==> config.mk <==
export PLATFORM = sky130hd
export DESIGN_NAME = double_ended_queue
export DESIGN_NICKNAME = d
export VERILOG_FILES = /design/src/hw/rtl/dq_pkg.sv /design/src/hw/rtl/double_ended_queue.sv
export SDC_FILE = /design/constraint.sdc
export NUM_CORES = 1
export LEC_CHECK = 0
export BUFFER_PORTS_ARGS = -buffer_cell sky130_fd_sc_hd__buf_2
export CORE_ASPECT_RATIO = 1.1
export CORE_MARGIN = 4
export CORE_UTILIZATION = 58
export CTS_CLUSTER_SIZE = 25
export DETAILED_ROUTE_END_ITERATION = 16
export GPL_TIMING_DRIVEN = 1
export PLACE_DENSITY = 0.79
export SLEW_MARGIN = 20
export SYNTH_ARGS = -nofsm -noshare
export SYNTH_HDL_FRONTEND = slang
export SYNTH_SLANG_ARGS = --single-unit
==> constraint.sdc <==
create_clock -name clk -period 6.85 [get_ports clk]
set_input_delay 1.37 -clock clk [delete_from_list [all_inputs] [get_ports clk]]
set_output_delay 1.37 -clock clk [all_outputs]
set_load 0.01 [all_outputs]
==> src/hw/rtl/dq_pkg.sv <==
// Shared types and codes for the double-ended queue.
// Holds request and status codes and the control state encoding.
// No dependencies; compile first.
package dq_pkg;

  typedef enum logic [2:0] {
    ACT_PUSH_FRONT = 3'd0,
    ACT_PUSH_BACK  = 3'd1,
    ACT_POP_FRONT  = 3'd2,
    ACT_POP_BACK   = 3'd3,
    ACT_DUMP       = 3'd4
  } action_t;

  typedef enum logic [1:0] {
    STATUS_OK    = 2'd0,
    STATUS_EMPTY = 2'd1,
    STATUS_FULL  = 2'd2
  } status_t;

  typedef enum logic [3:0] {
    ST_IDLE   = 4'b0001,
    ST_EXEC   = 4'b0010,
    ST_RDWAIT = 4'b0100,
    ST_DUMP   = 4'b1000
  } state_t;

  localparam int unsigned DATA_W = 32;

endpackage

==> src/hw/rtl/double_ended_queue.sv <==
// Top level of the double-ended queue: ring buffer in a synchronous memory.
// Depends on dq_pkg (hw/rtl/dq_pkg.sv).
//
// Usage: requests arrive on the s_ channel as beats; s_tuser carries the
// action (push front, push back, pop front, pop back, dump) and s_tdata the
// signed value to push. Every request except an undefined action produces
// result beats on the m_ channel: m_tdata is the popped or dumped value
// (zero for push results and errors), m_tuser is the status (ok, empty,
// full) and m_tlast marks the final beat of the request.
// Timing: one request is worked on at a time. A push posts its result from
// the execute state; a pop posts the registered memory read data from the
// read-wait state; a dump streams one stored entry per cycle through the
// single memory read port while the receiver takes them. An empty dump or a
// failed push or pop answers from the execute state. The next request
// is accepted once the prior one's last result is in the output register.
// Reset clears the front index and the occupancy, so the queue is empty;
// the entry memory itself is not cleared, because only occupied entries
// are ever read. When the receiver stalls, the result waits in the output
// register and the block holds further work until that register drains.
module double_ended_queue
  import dq_pkg::*;
#(
  parameter int DEPTH = 16
) (
  input  logic                     clk,
  input  logic                     rst,
  input  logic                     s_tvalid,
  output logic                     s_tready,
  input  logic signed [DATA_W-1:0] s_tdata,   // [31:0] value
  input  logic [2:0]               s_tuser,   // [2:0] action
  output logic                     m_tvalid,
  input  logic                     m_tready,
  output logic signed [DATA_W-1:0] m_tdata,   // [31:0] result_value
  output logic [1:0]               m_tuser,   // [1:0] status
  output logic                     m_tlast
);

  localparam int IDX_W = $clog2(DEPTH);
  localparam int OCC_W = $clog2(DEPTH + 1);
  localparam logic [IDX_W:0]   DEPTH_S  = (IDX_W + 1)'(DEPTH);
  localparam logic [IDX_W-1:0] LAST_IDX = IDX_W'(DEPTH - 1);
  localparam logic [OCC_W-1:0] OCC_FULL = OCC_W'(DEPTH);
  localparam logic [IDX_W-1:0] IDX_ONE  = IDX_W'(1);
  localparam logic [OCC_W-1:0] OCC_ONE  = OCC_W'(1);

  // Add two slot offsets and wrap modulo DEPTH; the sum stays below 2*DEPTH.
  function automatic logic [IDX_W-1:0] wrap_add(input logic [IDX_W-1:0] base,
                                                 input logic [IDX_W-1:0] off);
    logic [IDX_W:0] sum;
    sum = {1'b0, base} + {1'b0, off};
    if (sum >= DEPTH_S) begin
      sum = sum - DEPTH_S;
    end
    return sum[IDX_W-1:0];
  endfunction

  // Control and queue pointers.
  state_t                state, state_next;
  logic [IDX_W-1:0]      front_index, front_index_next;
  logic [OCC_W-1:0]      occupancy, occupancy_next;
  logic [IDX_W-1:0]      dump_slot, dump_slot_next;
  logic [OCC_W-1:0]      dump_left, dump_left_next;

  // Held request.
  action_t               action;
  logic [DATA_W-1:0]     value;

  // Entry memory ports.
  logic [DATA_W-1:0]     mem [DEPTH];
  logic                  wr_en, rd_en;
  logic [IDX_W-1:0]      wr_addr, rd_addr;
  logic [DATA_W-1:0]     rd_data;

  // Output register load.
  logic                  out_free;
  logic                  load_out;
  logic [DATA_W-1:0]     out_data;
  status_t               out_status;
  logic                  out_last;

  logic                  is_full, is_empty;
  logic [OCC_W-1:0]      occ_m1;

  assign s_tready = (state == ST_IDLE);
  assign out_free = !m_tvalid || m_tready;
  assign is_full  = (occupancy == OCC_FULL);
  assign is_empty = (occupancy == '0);
  assign occ_m1   = occupancy - OCC_ONE;

  always_comb begin
    state_next       = state;
    front_index_next = front_index;
    occupancy_next   = occupancy;
    dump_slot_next   = dump_slot;
    dump_left_next   = dump_left;
    wr_en            = 1'b0;
    wr_addr          = front_index;
    rd_en            = 1'b0;
    rd_addr          = front_index;
    load_out         = 1'b0;
    out_data         = '0;
    out_status       = STATUS_OK;
    out_last         = 1'b1;

    unique case (state)
      ST_IDLE: begin
        if (s_tvalid) begin
          state_next = ST_EXEC;
        end
      end

      ST_EXEC: begin
        // Every defined action either posts a result now or starts a read,
        // so wait here until the output register can take a beat.
        if (action != ACT_PUSH_FRONT && action != ACT_PUSH_BACK &&
            action != ACT_POP_FRONT && action != ACT_POP_BACK &&
            action != ACT_DUMP) begin
          state_next = ST_IDLE;
        end else if (out_free) begin
          priority if (action == ACT_PUSH_FRONT || action == ACT_PUSH_BACK) begin
            load_out   = 1'b1;
            state_next = ST_IDLE;
            if (is_full) begin
              out_status = STATUS_FULL;
            end else begin
              wr_en          = 1'b1;
              occupancy_next = occupancy + OCC_ONE;
              if (action == ACT_PUSH_FRONT) begin
                front_index_next = (front_index == '0) ? LAST_IDX
                                                       : front_index - IDX_ONE;
                wr_addr          = front_index_next;
              end else begin
                wr_addr = wrap_add(front_index, occupancy[IDX_W-1:0]);
              end
            end
          end else if (is_empty) begin
            // Pop or dump on an empty queue.
            load_out   = 1'b1;
            out_status = STATUS_EMPTY;
            state_next = ST_IDLE;
          end else if (action == ACT_DUMP) begin
            rd_en          = 1'b1;
            rd_addr        = front_index;
            dump_slot_next = wrap_add(front_index, IDX_ONE);
            dump_left_next = occ_m1;
            state_next     = ST_DUMP;
          end else begin
            rd_en          = 1'b1;
            occupancy_next = occ_m1;
            state_next     = ST_RDWAIT;
            if (action == ACT_POP_FRONT) begin
              rd_addr          = front_index;
              front_index_next = wrap_add(front_index, IDX_ONE);
            end else begin
              rd_addr = wrap_add(front_index, occ_m1[IDX_W-1:0]);
            end
          end
        end
      end

      ST_RDWAIT: begin
        // Read data stays put until the next read, so it can wait for space.
        if (out_free) begin
          load_out   = 1'b1;
          out_data   = rd_data;
          state_next = ST_IDLE;
        end
      end

      ST_DUMP: begin
        if (out_free) begin
          load_out = 1'b1;
          out_data = rd_data;
          out_last = (dump_left == '0);
          if (dump_left == '0) begin
            state_next = ST_IDLE;
          end else begin
            rd_en          = 1'b1;
            rd_addr        = dump_slot;
            dump_slot_next = wrap_add(dump_slot, IDX_ONE);
            dump_left_next = dump_left - OCC_ONE;
          end
        end
      end

      default: begin
        state_next = ST_IDLE;
      end
    endcase
  end

  always_ff @(posedge clk) begin
    if (rst) begin
      state       <= ST_IDLE;
      front_index <= '0;
      occupancy   <= '0;
      dump_slot   <= '0;
      dump_left   <= '0;
      m_tvalid    <= 1'b0;
    end else begin
      state       <= state_next;
      front_index <= front_index_next;
      occupancy   <= occupancy_next;
      dump_slot   <= dump_slot_next;
      dump_left   <= dump_left_next;
      if (load_out) begin
        m_tvalid <= 1'b1;
      end else if (m_tready) begin
        m_tvalid <= 1'b0;
      end
    end
  end

  // Request capture and output payload need no reset.
  always_ff @(posedge clk) begin
    if (s_tvalid && s_tready) begin
      action <= action_t'(s_tuser);
      value  <= s_tdata;
    end
    if (load_out) begin
      m_tdata <= out_data;
      m_tuser <= out_status;
      m_tlast <= out_last;
    end
  end

  always_ff @(posedge clk) begin
    if (wr_en) begin
      mem[wr_addr] <= value;
    end
  end

  always_ff @(posedge clk) begin
    if (rd_en) begin
      rd_data <= mem[rd_addr];
    end
  end

  // Occupancy never exceeds the capacity of the ring.
  a_occ_range: assert property (@(posedge clk) disable iff (rst)
    occupancy <= OCC_FULL)
    else $error("occupancy above capacity");

  // The front index always names a slot that exists.
  a_front_range: assert property (@(posedge clk) disable iff (rst)
    front_index <= LAST_IDX)
    else $error("front index out of range");

  // A successful push grows the queue by exactly one entry.
  a_push_grows: assert property (@(posedge clk) disable iff (rst)
    (wr_en) |=> (occupancy == $past(occupancy) + OCC_ONE))
    else $error("push did not grow occupancy by one");

  // A dump never changes the stored queue.
  a_dump_keeps: assert property (@(posedge clk) disable iff (rst)
    (state == ST_DUMP) |=> ($stable(occupancy) && $stable(front_index)))
    else $error("dump modified the queue");

  // A result is only loaded when the output register has room.
  a_no_overwrite: assert property (@(posedge clk) disable iff (rst)
    (m_tvalid && !m_tready) |=> ($stable(m_tdata) || !load_out))
    else $error("pending result overwritten");

endmodule
==> metrics.txt <==
worst-skew pair later-pin latency=620 ps; Worst EP required=7220 ps; Core ar.=~43,000 sq um; layout net count=between 1,500 and 2,000; Period minus WS final=roughly 4300 ps; distinct cell type count after synthesis=58; crit-path max FO=69; WHS Endpoint=m_tdata[8]; outcome=finished, final reports clean; Inserted Clock Buffers=just under 60; Multi-input gate area=between 5000 and 6000 sq um; row cnt=79; H-Tree Level Count=2; Die Wd=207 microns; Place WS=2080 ps; mapped cell area=25,200 sq um; worst hold path type=reg2reg; CTS resizes=0; CP arrival=4700 ps; Slew headroom=0.293; first-pass GRT wire length=87,100 microns; overall routing resource usage=0.248; GP Congestion=around 0.82; yosys synthesis warning count=0; Util after Layout=0.659; post-synthesis mux area share=0.000796; Die Y=226 microns; Via Count=approximately 16,000; Setup Fix Bufs, Post-CTS=0; Worst Tran Pin Value=roughly 1100 ps; worst path cell trace=inv_1, ha_1, or4b_1, nand4_2, mux2i_1, nand2_4, buf_4, a21oi_1, a22o_1, o22ai_1, a211o_1; Max rail drop VDD=190 uV; Crit-path slowest cell=buf_4; FMAX=between 200 and 250 MHz; initial antenna violation count=0; Post-synth EDFFs=614; Antenna Cells=0; CTS Sinks=637; startpoint types=flip-flop; die area=approximately 47,000 sq um; routed wire length=58,700 microns; R2R setup slack=~2500 ps; area occupied by registers=18,900 sq um; Hold Buf Count CTS=0; Final Cell Area=28,100 sq um; Port Buf Inserts=between 70 and 80; RSZ-0062 raised after global routing=false; initial core utilization=0.590; clk_skew=13.5 ps; post-synthesis adder-cell area fraction=0.00856; max-cap violations=0; Setup CP Type=reg2reg; worst r2r path cells=11; Worst R2R End=rd_data[21]; commonest non-fill, non-tap cell in the layout=edfxtp_1; largest family of logic cells by synthesized area=compound AO/OA/AOI/OAI gates; xor and xnor area share after synthesis=0.00557; Setup Total Neg Slack=0 ps; DR pass1 iterations=6; syn_nets=1,836; reg2reg start=occupancy[0]; final setup margin=around 2500 ps; Seq cells post-synth=between 600 and 700; simple-gate share of the synthesized area=0.0749; sequential cell area fraction in the yosys report=0.751; Tcrit/Tclk final=0.632; Synth async-reset ratio=0; I/O pins=76; placed standard-cell area=26,200 sq um; Non-Filler Instances=2,448; Worst path max stage delay=620 ps; Mean Syn Cell Area=14.1 sq um; Vias/cell=6.37; Clock Tree Root=clkbuf_16; Mapped Cells=1,781; PwrDens=274 nW/um^2; Layout area overhead=11.7%; wire per inst=around 24 microns; most frequent cells in the layout=edfxtp_1, a21oi_1, nand2_1; Overflow after GRT=0; pin count of the biggest net entering global routing=184; fill count=2,824; Detailed Route Iter0 Violations=around 2,100; min-delay src=rd_data[8]; hold path depth=1; clk slew on worst S/H paths=70 ps; # setup viols final=0; LEAKAGE=9.25 nW; # DRC=0; compound-gate portion of the synthesized area=0.136; ys flop type=edfxtp_1; CTS tree=built; placed cells=around 2,300; vias in the first global route=15,037; final hold viol count=0; Final HPWL DP=around 30,000 microns; CP Capture Type=flip-flop; layout cell share with drive strength beyond 1=0.119; max-slew violations=0; ANT nets after route=0; Max Root-Sink Buffers=3
layout make-up:
cell class / count / area share
Multi-Input combinational cell: 1019 / 0.209
Tap cell: 567 / 0.0253
Inverter: 9 / 0.00120
Sequential cell: 637 / 0.673
Clock inverter: 39 / 0.0140
Clock buffer: 69 / 0.0539
Timing Repair Buffer: 108 / 0.0240
logic make-up after synthesis:
group	Yosys count
AOI/OAI and AO/OA	551
xor gates and xnor gates	16
adders and majority gates	16
buffers and inverters	125
DFF	637
muxes	2
and+or+nand+nor	434
worst max-delay path by stage:
stage / startpoint / endpoint / slack [ps]
floorplan: m_tready / mem[5][0] / 2740
global placement: m_tready / rd_data[31] / 2260
detailed placement: m_tready / rd_data[28] / 2080
CTS: occupancy[0] / rd_data[21] / 2650
global route: occupancy[0] / rd_data[3] / 2350
finish: occupancy[0] / rd_data[21] / 2520
metrics by stage:
step                total power [W]  hold WS, ps
floorplan                   0.00448          485
global placement            0.00453          503
detailed placement          0.00454          504
CTS                         0.00773          513
finish                      0.00770          515
global route                0.00792          524
flip-flops by register name, indices dropped and copies added, names as in the netlist:
register,count
mem,512
m_tdata,32
rd_data,32
value,32
dump_left,5
occupancy,5
dump_slot,4
front_index,4
state,4
action,3
m_tuser,2
m_tlast,1
m_tvalid,1
Yosys cell counts (all sizes together), types with 5 or more instances:
master | n | share of area
and2 | 37 | 0.0092
xnor2 | 11 | 0.0038
edfxtp | 614 | 0.73
o22ai | 34 | 0.0085
a211oi | 35 | 0.010
inv | 9 | 0.0013
a211o | 31 | 0.011
buf | 56 | 0.013
xor2 | 5 | 0.0017
clkbuf | 60 | 0.0090
a21oi | 309 | 0.061
o21ai | 17 | 0.0034
a22oi | 7 | 0.0021
nor2 | 49 | 0.0073
a22o | 65 | 0.023
nand2 | 302 | 0.045
nor3 | 8 | 0.0020
dfxtp | 23 | 0.018
ha | 14 | 0.0070
a21o | 33 | 0.0098
nand3 | 6 | 0.0014
per-layer routing:
metal	up-vias	share of wire	track usage
met1	7673	0.38	0.340
met4	0	0.040	0.107
met5	-	0	0
li1	6853	-	-
met3	171	0.097	0.0472
met2	905	0.48	0.395
report_power, final:
group          switching (W)  total [W]  leakage (nW)  internal, W
logic              0.0000635  0.0000966          2.53    0.0000332
registers          0.0000581    0.00436          5.80      0.00430
clock network        0.00139    0.00324         0.923      0.00185
total                0.00152    0.00770          9.25      0.00618
worst max-delay path: cells and delay by family (launching register included):
kind,cells,cell delay (ps)
simple gates,3,1360
fa+ha+maj,1,190
buf+inv,2,810
mux,1,410
compound gates,4,860
flops,1,400
Note: power is estimated with default switching activity, not from simulation.
